[src/hw/rtl/prf_pkg.sv]
package prf_pkg;

  // Operand width and the depth of the cofactor store.
  localparam int W       = 32;
  localparam int MAX_COF = 9;
  localparam int CW      = $clog2(MAX_COF + 1);
  localparam int IW      = $clog2(MAX_COF);
  localparam int SW      = $clog2(W);

  typedef enum logic {
    OP_DIV,
    OP_MUL
  } unit_op_t;

  typedef struct packed {
    logic     start;
    unit_op_t op;
  } unit_cmd_t;

endpackage

[src/hw/rtl/prf_if.sv]
interface prf_req_if import prf_pkg::*; ();
  logic         valid;
  logic         ready;
  logic [W-1:0] prime_value;
  modport source(output valid, output prime_value, input ready);
  modport sink(input valid, input prime_value, output ready);
endinterface

interface prf_rsp_if import prf_pkg::*; ();
  logic         valid;
  logic         ready;
  logic [W-1:0] root;
  logic         no_root;
  modport source(output valid, output root, output no_root, input ready);
  modport sink(input valid, input root, input no_root, output ready);
endinterface

[src/hw/rtl/prf_unit.sv]
// Shared bit-serial unit: restoring division (a / m) or interleaved
// modular multiplication (a * b mod m), one bit per cycle.
module prf_unit import prf_pkg::*; (
  input  logic         clk,
  input  logic         rst,
  input  unit_cmd_t    cmd,
  input  logic [W-1:0] a,
  input  logic [W-1:0] b,
  input  logic [W-1:0] m,
  output logic         done,
  output logic [W-1:0] rem,
  output logic [W-1:0] quo
);

  logic          busy;
  logic [SW-1:0] cnt;
  unit_op_t      op;
  logic [W-1:0]  acc;
  logic [W-1:0]  sh;
  logic [W-1:0]  ar;
  logic [W-1:0]  mr;

  logic [W+1:0]  t;
  logic [W+1:0]  s1;
  logic [W+1:0]  s2;
  logic          ge1;

  // The running value stays below m, so one step needs at most two subtracts.
  always_comb begin
    t   = {1'b0, acc, (op == OP_DIV) & sh[W-1]}
        + (((op == OP_MUL) && sh[W-1]) ? {2'b00, ar} : '0);
    ge1 = (t >= {2'b00, mr});
    s1  = ge1 ? (t - {2'b00, mr}) : t;
    s2  = (s1 >= {2'b00, mr}) ? (s1 - {2'b00, mr}) : s1;
  end

  always_ff @(posedge clk) begin
    if (rst) begin
      busy <= 1'b0;
      done <= 1'b0;
    end else begin
      done <= 1'b0;
      if (cmd.start) begin
        busy <= 1'b1;
        cnt  <= '0;
        op   <= cmd.op;
        acc  <= '0;
        sh   <= (cmd.op == OP_MUL) ? b : a;
        ar   <= a;
        mr   <= m;
      end else if (busy) begin
        acc <= s2[W-1:0];
        sh  <= {sh[W-2:0], (op == OP_DIV) & ge1};
        cnt <= cnt + 1'b1;
        if (cnt == SW'(W - 1)) begin
          busy <= 1'b0;
          done <= 1'b1;
        end
      end
    end
  end

  assign rem = acc;
  assign quo = sh;

endmodule

[src/hw/rtl/primitive_root_finder_top.sv]
// Channel  Dir  Payload                 Beat when
// req      in   prime_value[31:0]       req.valid && req.ready
// rsp      out  root[31:0], no_root     rsp.valid && rsp.ready
//
// One beat on req gives exactly one beat on rsp.
// Each division or modular multiply runs in the shared serial unit.
// Factoring p-1 tries odd trial divisors up to the square root of the part
// still unfactored; each candidate takes up to one modular exponentiation
// per stored cofactor. Inputs below 3 are answered without the unit.
// Reset is synchronous and active high; the cofactor store is not cleared.
// req.ready is high only while the sequencer is idle; a finished result
// waits in the output register, so a new beat may be taken meanwhile.
module primitive_root_finder_top import prf_pkg::*; (
  input  logic clk,
  input  logic rst,
  prf_req_if.sink   req,
  prf_rsp_if.source rsp
);

  typedef enum logic [3:0] {
    S_IDLE,
    S_HALVE,
    S_TRIAL_GO,
    S_TRIAL_W,
    S_STORE_GO,
    S_STORE_W,
    S_CAND_INIT,
    S_TEST,
    S_POW,
    S_MUL_W,
    S_SQ_GO,
    S_SQ_W,
    S_DONE
  } state_t;

  state_t        state;
  logic [W-1:0]  p;
  logic [W-1:0]  phi;
  logic [W-1:0]  remaining;
  logic [W-1:0]  trial;
  logic [W-1:0]  dsr;
  logic          hit;
  logic          last;
  logic [W-1:0]  cof [MAX_COF];
  logic [CW-1:0] count;
  logic [CW-1:0] idx;
  logic [W-1:0]  cand;
  logic [W-1:0]  expo;
  logic [W-1:0]  pacc;
  logic [W-1:0]  base;
  logic [W-1:0]  res_root;
  logic          res_flag;
  logic          out_valid;
  logic [W-1:0]  out_root;
  logic          out_flag;

  unit_cmd_t     ucmd;
  logic [W-1:0]  ua;
  logic [W-1:0]  ub;
  logic [W-1:0]  um;
  logic          udone;
  logic [W-1:0]  urem;
  logic [W-1:0]  uquo;

  prf_unit u_unit (
    .clk  (clk),
    .rst  (rst),
    .cmd  (ucmd),
    .a    (ua),
    .b    (ub),
    .m    (um),
    .done (udone),
    .rem  (urem),
    .quo  (uquo)
  );

  // Operand selection for the shared unit: trial division of the
  // remaining part, cofactor division of p-1, and the two multiplies of
  // square-and-multiply exponentiation.
  always_comb begin
    ucmd = '{start: 1'b0, op: OP_DIV};
    ua   = remaining;
    ub   = base;
    um   = trial;
    case (state)
      S_TRIAL_GO: begin
        ucmd.start = 1'b1;
      end
      S_STORE_GO: begin
        ucmd.start = 1'b1;
        ua         = phi;
        um         = dsr;
      end
      S_POW: begin
        ucmd = '{start: (expo != '0) && expo[0], op: OP_MUL};
        ua   = pacc;
        um   = p;
      end
      S_SQ_GO: begin
        ucmd = '{start: (expo[W-1:1] != '0), op: OP_MUL};
        ua   = base;
        um   = p;
      end
      default: begin
      end
    endcase
  end

  assign req.ready   = (state == S_IDLE);
  assign rsp.valid   = out_valid;
  assign rsp.root    = out_root;
  assign rsp.no_root = out_flag;

  always_ff @(posedge clk) begin
    if (rst) begin
      state     <= S_IDLE;
      out_valid <= 1'b0;
      count     <= '0;
      remaining <= '0;
      trial     <= '0;
      cand      <= '0;
      pacc      <= W'(1);
    end else begin
      // In S_DONE the output register is managed by that state alone.
      if (rsp.valid && rsp.ready && (state != S_DONE)) begin
        out_valid <= 1'b0;
      end
      case (state)
        S_IDLE: begin
          if (req.valid) begin
            p         <= req.prime_value;
            phi       <= req.prime_value - 1'b1;
            remaining <= req.prime_value - 1'b1;
            count     <= '0;
            if (req.prime_value < W'(2)) begin
              res_root <= '0;
              res_flag <= 1'b1;
              state    <= S_DONE;
            end else if (req.prime_value == W'(2)) begin
              res_root <= W'(1);
              res_flag <= 1'b0;
              state    <= S_DONE;
            end else begin
              state <= S_HALVE;
            end
          end
        end
        // Strip the factors of two one shift per cycle.
        S_HALVE: begin
          if (!remaining[0]) begin
            remaining <= remaining >> 1;
          end else begin
            if (!phi[0] && (count < CW'(MAX_COF))) begin
              cof[count[IW-1:0]] <= phi >> 1;
              count              <= count + 1'b1;
            end
            trial <= W'(3);
            hit   <= 1'b0;
            last  <= 1'b0;
            state <= S_TRIAL_GO;
          end
        end
        S_TRIAL_GO: begin
          state <= S_TRIAL_W;
        end
        // The quotient doubles as the loop bound: trial^2 <= remaining
        // exactly when trial <= remaining / trial.
        S_TRIAL_W: begin
          if (udone) begin
            if (hit) begin
              if (urem == '0) begin
                remaining <= uquo;
                state     <= S_TRIAL_GO;
              end else begin
                dsr   <= trial;
                state <= S_STORE_GO;
              end
            end else if (uquo < trial) begin
              if (remaining > W'(1)) begin
                dsr   <= remaining;
                last  <= 1'b1;
                state <= S_STORE_GO;
              end else begin
                state <= S_CAND_INIT;
              end
            end else if (urem == '0) begin
              remaining <= uquo;
              hit       <= 1'b1;
              state     <= S_TRIAL_GO;
            end else begin
              trial <= trial + W'(2);
              state <= S_TRIAL_GO;
            end
          end
        end
        S_STORE_GO: begin
          state <= S_STORE_W;
        end
        S_STORE_W: begin
          if (udone) begin
            if (count < CW'(MAX_COF)) begin
              cof[count[IW-1:0]] <= uquo;
              count              <= count + 1'b1;
            end
            if (last) begin
              remaining <= W'(1);
              state     <= S_CAND_INIT;
            end else begin
              trial <= trial + W'(2);
              hit   <= 1'b0;
              state <= S_TRIAL_GO;
            end
          end
        end
        S_CAND_INIT: begin
          cand  <= W'(2);
          idx   <= '0;
          state <= S_TEST;
        end
        S_TEST: begin
          if (idx == count) begin
            if (count != '0) begin
              res_root <= cand;
              res_flag <= 1'b0;
              state    <= S_DONE;
            end else if (cand + 1'b1 == p) begin
              res_root <= '0;
              res_flag <= 1'b1;
              state    <= S_DONE;
            end else begin
              cand <= cand + 1'b1;
            end
          end else begin
            expo  <= cof[idx[IW-1:0]];
            pacc  <= W'(1);
            base  <= cand;
            state <= S_POW;
          end
        end
        S_POW: begin
          if (expo == '0) begin
            if (pacc == W'(1)) begin
              idx <= '0;
              if (cand + 1'b1 == p) begin
                res_root <= '0;
                res_flag <= 1'b1;
                state    <= S_DONE;
              end else begin
                cand  <= cand + 1'b1;
                state <= S_TEST;
              end
            end else begin
              idx   <= idx + 1'b1;
              state <= S_TEST;
            end
          end else if (expo[0]) begin
            state <= S_MUL_W;
          end else begin
            state <= S_SQ_GO;
          end
        end
        S_MUL_W: begin
          if (udone) begin
            pacc  <= urem;
            state <= S_SQ_GO;
          end
        end
        // The last squaring is never used, so it is skipped.
        S_SQ_GO: begin
          if (expo[W-1:1] == '0) begin
            expo  <= '0;
            state <= S_POW;
          end else begin
            state <= S_SQ_W;
          end
        end
        S_SQ_W: begin
          if (udone) begin
            base  <= urem;
            expo  <= expo >> 1;
            state <= S_POW;
          end
        end
        S_DONE: begin
          if (!out_valid || rsp.ready) begin
            out_valid <= 1'b1;
            out_root  <= res_root;
            out_flag  <= res_flag;
            state     <= S_IDLE;
          end
        end
        default: begin
          state <= S_IDLE;
        end
      endcase
    end
  end

  // A beat on req starts work, so the block is busy on the next cycle.
  a_busy_after_accept: assert property (@(posedge clk) disable iff (rst)
    (req.valid && req.ready) |=> !req.ready)
    else $error("ready stayed high after an accepted beat");

  // The cofactor store never overfills.
  a_count_bound: assert property (@(posedge clk) disable iff (rst)
    count <= CW'(MAX_COF))
    else $error("cofactor count beyond store depth");

  // A result is held back, not dropped, while the previous one waits.
  a_result_held: assert property (@(posedge clk) disable iff (rst)
    (state == S_DONE && rsp.valid && !rsp.ready) |=> (state == S_DONE))
    else $error("result overwrote a waiting beat");

  // The shared unit is never started on consecutive cycles.
  a_unit_start: assert property (@(posedge clk) disable iff (rst)
    ucmd.start |=> !ucmd.start)
    else $error("shared unit restarted while running");

endmodule
[src/flat_wrapper.sv]
// flat-port wrapper written by rule: the top's interface ports become plain ports
module primitive_root_finder_top_flat import prf_pkg::*;
  (clk, rst, req_valid, req_prime_value, req_ready, rsp_valid, rsp_root, rsp_no_root, rsp_ready);
  prf_req_if req_i ();
  prf_rsp_if rsp_i ();
  input  logic clk;
  input  logic rst;
  input wire logic [$bits(req_i.valid)-1:0] req_valid;
  input wire logic [$bits(req_i.prime_value)-1:0] req_prime_value;
  output wire logic [$bits(req_i.ready)-1:0] req_ready;
  output wire logic [$bits(rsp_i.valid)-1:0] rsp_valid;
  output wire logic [$bits(rsp_i.root)-1:0] rsp_root;
  output wire logic [$bits(rsp_i.no_root)-1:0] rsp_no_root;
  input wire logic [$bits(rsp_i.ready)-1:0] rsp_ready;
  assign req_i.valid = req_valid;
  assign req_i.prime_value = req_prime_value;
  assign req_ready = req_i.ready;
  assign rsp_valid = rsp_i.valid;
  assign rsp_root = rsp_i.root;
  assign rsp_no_root = rsp_i.no_root;
  assign rsp_i.ready = rsp_ready;
  primitive_root_finder_top u_core (.clk(clk), .rst(rst), .req(req_i), .rsp(rsp_i));
endmodule
[config.mk]
export PLATFORM = sky130hd
export DESIGN_NAME = primitive_root_finder_top_flat
export DESIGN_NICKNAME = d
export VERILOG_FILES = /design/src/hw/rtl/prf_pkg.sv /design/src/hw/rtl/prf_if.sv /design/src/hw/rtl/prf_unit.sv /design/src/hw/rtl/primitive_root_finder_top.sv /design/src/flat_wrapper.sv
export SDC_FILE = /design/constraint.sdc
export NUM_CORES = 2
export LEC_CHECK = 0
export BUFFER_PORTS_ARGS = -buffer_cell sky130_fd_sc_hd__buf_2
export CAP_MARGIN = 20
export CORE_UTILIZATION = 50
export CTS_CLUSTER_DIAMETER = 80
export CTS_CLUSTER_SIZE = 30
export DETAILED_ROUTE_END_ITERATION = 8
export PLACE_DENSITY_LB_ADDON = 0.08
export SYNTH_ARGS = -nofsm -noshare
export SYNTH_HDL_FRONTEND = slang
export SYNTH_SLANG_ARGS = --single-unit
[constraint.sdc]
create_clock -name clk -period 10.5 [get_ports clk]
set_clock_uncertainty 0.05 [all_clocks]
set_input_delay 1.05 -clock clk [delete_from_list [all_inputs] [get_ports clk]]
set_output_delay 1.05 -clock clk [all_outputs]
set_load 0.1 [all_outputs]
# --- After elaboration in Yosys (flattened, before gate mapping) ---
# Memories as Yosys holds them, arrays and structs flattened. A register that Yosys moved wholly into a read port is not among the register bits.
# Index checks and enable logic that the tools add are counted.
op_classes:
  bitwise: 6
  shifts: 0
  n_lt_le_gt_ge: 6
  n_eq_ne: 45
  div_mod_pow: 0
  reduce_logical: 49
  add_sub_neg: 9
  n_mux: 130
  multipliers: 0
ops:
  columns: ["op", "count"]
  rows:
  - ["$mux 32", 45]
  - ["$pmux 32 s3", 5]
  - ["$pmux 32 s2", 3]
  - ["$pmux 32 s4", 1]
  - ["$mux 4", 24]
  - ["$ge 34x32->1", 2]
  - ["$logic_not 32->1", 2]
  - ["$pmux 4 s13", 1]
  - ["$mux 1", 37]
  - ["$add 33x32->34", 1]
  - ["$mux 34", 1]
  - ["$sub 34x32->34", 1]
  - ["$add 32x1->32 const B", 1]
  - ["$add 32x2->32 const B", 1]
  - ["$eq 32x1->1 const B", 1]
  - ["$eq 32x2->1 const B", 1]
  - ["$eq 32x32->1", 1]
  - ["$gt 32x1->1 const B", 1]
  - ["$lt 32x2->1 const B", 1]
  - ["$lt 32x32->1", 1]
  - ["$reduce_bool 32->1", 1]
  - ["$sub 32x1->32 const B", 1]
  - ["$sub 32x32->32", 1]
  - ["$logic_not 31->1", 1]
  - ["other kinds (41)", 110]
word_totals:
  output_inout_bits: 35
  mem_bits_rw: 288
  word_cells: 274
  n_memories: 1
  latchBits: 0
  rom_bits: 0
  input_bits: 36
  ff_bits: 505
memory_table:
  columns: ["name", "depth", "word_bits", "rd", "rd_ports_with_merged_regs", "wr", "line", "rtl"]
  rows:
  - ["u_core.cof", 9, 32, 1, 1, 1, "primitive_root_finder_top.sv:44", "logic [W-1:0] cof [MAX_COF];"]

# --- Logic depth before layout (Yosys ltp) ---
logic_depth:
  depth_word: 8
  depth_mapped: 41

# --- By module ---
# From an unflattened synthesis, not the netlist that was laid out.
hier_totals:
  hier_cells: 3644
  hier_area_um2: 42186.7
modules_own_cells:
  columns: ["mod", "cells_per_inst", "n_inst", "area_each_um2", "seq_area_each_um2"]
  rows:
  - ["primitive_root_finder_top", 2423, 1, 30710.7, 18437.7]
  - ["prf_unit", 1221, 1, 11476.0, 4063.9]

# --- Worst setup path after synthesis ---
# No wires, ideal clock.
synth_path:
  path_kind: "register to register"
  startpoint: "register u_core.u_unit.sh[31], in the netlist u_core.u_unit.quo[31]"
  endpoint: "register u_core.u_unit.acc[20], in the netlist u_core.u_unit.rem[20] (data pin)"
  arrival_time_ps: 7951
  stages_incl_launch_ff: 39
  required_ps: 10184
  slack_ps: 2233
  path_cell_list: "edfxtp_1 -> clkbuf_1 -> and3_1 -> ha_1 -> inv_1 -> fa_1 -> nor2b_1 -> o31a_1 -> o41a_1 -> a31oi_1 -> o21bai_1 -> a31o_2 -> a21oi_1 -> xnor2_1 -> ha_1 -> nand4_1 -> or2_2 -> nor4_1 -> [... 3 more ...] -> and2_1 -> nand4b_1 -> buf_2 -> mux2_2 -> ha_1 -> o211ai_1 -> a21oi_1 -> o41a_1 -> a21oi_1 -> a21oi_1 -> o21ai_0 -> a31oi_1 -> or4_1 -> o2bb2ai_1 -> buf_4 -> buf_6 -> mux2i_1 -> nor2_1"
synth_via:
  elab_chain_len: 8
  elab_cells_between_ends: 11
  classes_between: "add/sub (3); order compare (2); mux (4); bitwise (1); reduce/logical (1)"
synth_rtl:
  columns: ["element", "line", "rtl"]
  rows:
  - ["start, declared", "prf_unit.sv:19", "logic [W-1:0] sh;"]
  - ["start signal, assigned", "prf_unit.sv:48", "sh <= (cmd.op == OP_MUL) ? b : a;"]
  - ["start signal, assigned", "prf_unit.sv:53", "sh <= {sh[W-2:0], (op == OP_DIV) & ge1};"]
  - ["$logic_and 1x1->1", "prf_unit.sv:31", "+ (((op == OP_MUL) && sh[W-1]) ? {2'b00, ar} : '0);"]
  - ["$mux 32", "prf_unit.sv:31", null]
  - ["$add 33x32->34 *", "prf_unit.sv:31", null]
  - ["$sub 34x32->34 or $ge 34x32->1 (tied branches)", "prf_unit.sv:33, prf_unit.sv:32", null]
  - ["$mux 34 *", "prf_unit.sv:33", "s1 = ge1 ? (t - {2'b00, mr}) : t;"]
  - ["$sub 32x32->32 or $ge 34x32->1 (tied branches)", "prf_unit.sv:34", "s2 = (s1 >= {2'b00, mr}) ? (s1 - {2'b00, mr}) : s1;"]
  - ["$mux 32 *", "prf_unit.sv:34", null]
  - ["$mux 32 *", "prf_unit.sv:51", "end else if (busy) begin"]
  - ["end signal, assigned", "prf_unit.sv:52", "acc <= s2[W-1:0];"]
  - ["end, declared", "prf_unit.sv:18", "logic [W-1:0] acc;"]
# Mark *: on every way between the ends. The rest lies on a longest branch, timed or not. The select of a mux whose other input is x is not followed.
# A chain may end at the register's enable or synchronous reset.

# --- Worst setup path in the final report ---
layout_path:
  startpoint: "register u_core.u_unit.sh[31], in the netlist u_core.u_unit.quo[31]"
  endpoint: "register u_core.u_unit.acc[31], in the netlist u_core.u_unit.rem[31] (data pin)"
# Same word-level chain as after synthesis.

==> results_dict.tcl <==
set metrics [dict create \
    seq_area_frac_synth 0.5405 \
    wl_microns 135500 \
    synth_nets 3803 \
    ys_types 87 \
    pin_count 71 \
    cpPeakStageDelay_ns 0.86 \
    grt.total_usage 0.3140 \
    drv_slew 0 \
    place_congestion 0.9758 \
    synth_xor_area_frac 0.03577 \
    path_class "register to register" \
    start_util 0.5062 \
    outcome "complete, but fails checks" \
    vias 30725 \
    synth_edf_count 654 \
    finalSetupViolations 0 \
    routed_via_density 6.543 \
    dominantRegCellSynth "edfxtp_1" \
    synth_compound_area_frac 0.1302 \
    insertion_delay_ns 0.65 \
    h-tree-depth 2 \
    cts_tree "yes" \
    peakVddDrop_v 0.0003393 \
    cts_root_buf "clkbuf_16" \
    dieArea_sq_um 84410 \
    syn_inst 3625 \
    grt_pass1_vias 29065 \
    worstPathRequired_ns 10.90 \
    rows 105 \
    yosys_warnings 0 \
    syn_area_per_cell_sq_um 11.48 \
    wl_per_cell_microns 28.86 \
    fin_crit_ns 9.928 \
    place_hpwl_microns 99320 \
    final_antenna_net_count 0 \
    synthMuxAreaShare 0.09273 \
    drive_gt1_frac 0.1243 \
    cts-hold-fix-buffers 0 \
    final_cell_mix "edfxtp_1 (654), nand2_1 (357), a21oi_1 (262), nor2_1 (212), ha_1 (139)" \
    cts_buffers 42 \
    crit_top_cell "ha_1" \
    die_y_microns 290.5 \
    worst_path_max_delay_cell "o311ai_0" \
    worstPathArrival_ns 10.32 \
    power_density_nw_per_um2 344.6 \
    leakagePower_nw 15.89 \
    clk_pin_slew_worst_paths_ns 0.11 \
    place_inst 4608 \
    start_kind "register" \
    drc 2 \
    die_x_microns 290.5 \
    ctsResizeCount 0 \
    area_growth_pct 7.529 \
    grt_first_pass_wirelength_microns 196900 \
    violations "design-rule violations" \
    finalNetCount 3766 \
    cap_violations 0 \
    tightest_slew_ns 1.134 \
    grt_max_degree 66 \
    syn_area_sq_um 41630 \
    cts_buffer_depth 3 \
    portBuffers 70 \
    rsz0062_at_grt "false" \
    synthAdderAreaFrac 0.04322 \
    coreArea_sq_um 82240 \
    stdcell_count 4696 \
    drt-initial-drc-count 3901 \
    synthSimpleGateAreaFrac 0.1270 \
    critPathCaptureType "register" \
    post_cts_buffers 0 \
    finalCritPeriodShare 0.9455 \
    worstPathMaxFanout 22 \
    final_common_cell "edfxtp_1" \
    async_flop_share 0 \
    synth_top_family_by_area "compound AO/OA/AOI/OAI gates" \
    ys_seq_elements 797 \
    fmax_mhz 100.7 \
    max_slew_margin 0.2402 \
    overflow 0 \
    drt_pre_antenna_iters 9 \
    antenna_found_initial 11 \
    cts_num_sinks 797 \
    fin_tns_setup_ns 0 \
    min_path_type "register to register" \
    finalHoldViolations 0 \
]
sequential cells by signal, indices dropped and copies added (netlist names), 4 cells and up, named ones only:
register and count:
u_core.cof 288, u_core.pacc 32, u_core.remaining 32, u_core.u_unit.rem 32
u_core.phi 32, u_core.state 4, u_core.u_unit.quo 32, u_core.u_unit.cnt 5
u_core.base 32, u_core.trial 32, u_core.count 4, u_core.cand 32
u_core.p 32, u_core.dsr 32, u_core.u_unit.mr 32, u_core.u_unit.ar 32
u_core.idx 4, u_core.rsp.root 32, u_core.expo 32, u_core.res_root 32
final timing paths:
| kind | startpoint | end | slack (ns) | depth (start not counted) |
|---|---|---|---|---|
| max | u_core.u_unit.quo[31]$_DFFE_PP_ | u_core.u_unit.rem[31]$_SDFFCE_PP0P_ | 0.57 | 33 |
| min | u_core.u_unit.busy$_SDFF_PP0_ | u_core.u_unit.done$_SDFF_PP0_ | 0.39 | 2 |
| max reg2reg | u_core.u_unit.quo[31]$_DFFE_PP_ | u_core.u_unit.rem[31]$_SDFFCE_PP0P_ | 0.57 | 33 |
| min reg2reg | u_core.u_unit.busy$_SDFF_PP0_ | u_core.u_unit.done$_SDFF_PP0_ | 0.39 | 2 |
critical path, delay by kind of cell (launching register included):
kind	cells	cell delay, ns
AOI/OAI and AO/OA	15	4.73
muxes	1	0.40
xor gates and xnor gates	2	0.24
buffers and inverters	1	0.33
DFF	1	0.67
adders and majority gates	3	1.10
and+or+nand+nor	11	2.21
cells by family (layout without fill, tap and decap cells):
group / Yosys count / count (layout)
AO/OA/AOI/OAI: 815 / 815
XOR/XNOR: 170 / 170
adder cells (fa/ha/maj): 142 / 142
buffers and inverters: 322 / 318
flip-flops: 797 / 797
multiplexers: 290 / 290
other: 0 / 5
AND/OR/NAND/NOR: 1089 / 1089
per-layer routing:
metal / vias up / share of wire / global-route usage
li1: 13687 / - / -
met4: 4 / 0.036 / 0.1029
met5: - / 0.00024 / 0
met2: 1463 / 0.45 / 0.4813
met1: 15322 / 0.43 / 0.4521
met3: 249 / 0.083 / 0.05529
report_power, final:
group | internal, mW | leakage, nW | switching, mW
clock network | 0.891 | 0.740 | 1.19
logic | 3.49 | 7.98 | 5.23
registers | 4.08 | 7.17 | 0.535
total | 8.47 | 15.9 | 6.95
cells in the mapped netlist (27+ instances only):
library cell | number | share of area
edfxtp_1 | 654 | 0.47
nand2_1 | 357 | 0.032
a21oi_1 | 262 | 0.031
nor2_1 | 222 | 0.020
clkbuf_1 | 156 | 0.014
dfxtp_1 | 143 | 0.069
ha_1 | 139 | 0.042
nand3_1 | 129 | 0.016
mux2_2 | 125 | 0.034
o21ai_0 | 114 | 0.014
xnor2_1 | 113 | 0.024
inv_1 | 110 | 0.0099
mux2i_1 | 101 | 0.024
a21o_1 | 92 | 0.017
a22oi_1 | 66 | 0.012
mux4_2 | 64 | 0.035
nor3_1 | 62 | 0.0075
xor2_1 | 57 | 0.012
and3_1 | 56 | 0.0084
nor4_1 | 47 | 0.0071
a211oi_1 | 43 | 0.0078
nand4_1 | 42 | 0.0063
or3_1 | 37 | 0.0056
a22o_1 | 32 | 0.0067
a222oi_1 | 29 | 0.0070
a31oi_1 | 27 | 0.0041
final cells by class:
type | count | area [sq um]
Fill cell | 7039 | 37480
Clock inverter | 30 | 460.4
Sequential cell | 797 | 22510
Clock buffer | 47 | 1112
Timing Repair Buffer | 127 | 883.3
Inverter | 114 | 427.9
Tap cell | 1070 | 1339
Antenna cell | 5 | 12.51
Multi-Input combinational cell | 2506 | 18020
stage by stage:
| step | utilization | total power [mW] | area (sq um) | worst slack (ns) | hold WS (ns) |
|---|---|---|---|---|---|
| 2_1_floorplan | - | 10.81 | 41630 | 2.233 | 0.3646 |
| 3_3_place_gp | 0.5231 | 13.16 | 43020 | 1.058 | 0.3837 |
| 3_5_place_dp | 0.5234 | 13.20 | 43050 | 0.7800 | 0.3760 |
| 4_1_cts | 0.5426 | 15.30 | 44620 | 0.7475 | 0.3911 |
| 5_1_grt | 0.5442 | 16.33 | 44760 | 0.05650 | 0.4121 |
| 6_report | 0.5443 | 15.43 | 44760 | 0.5722 | 0.3880 |
Power figures use the tool's default switching activity.
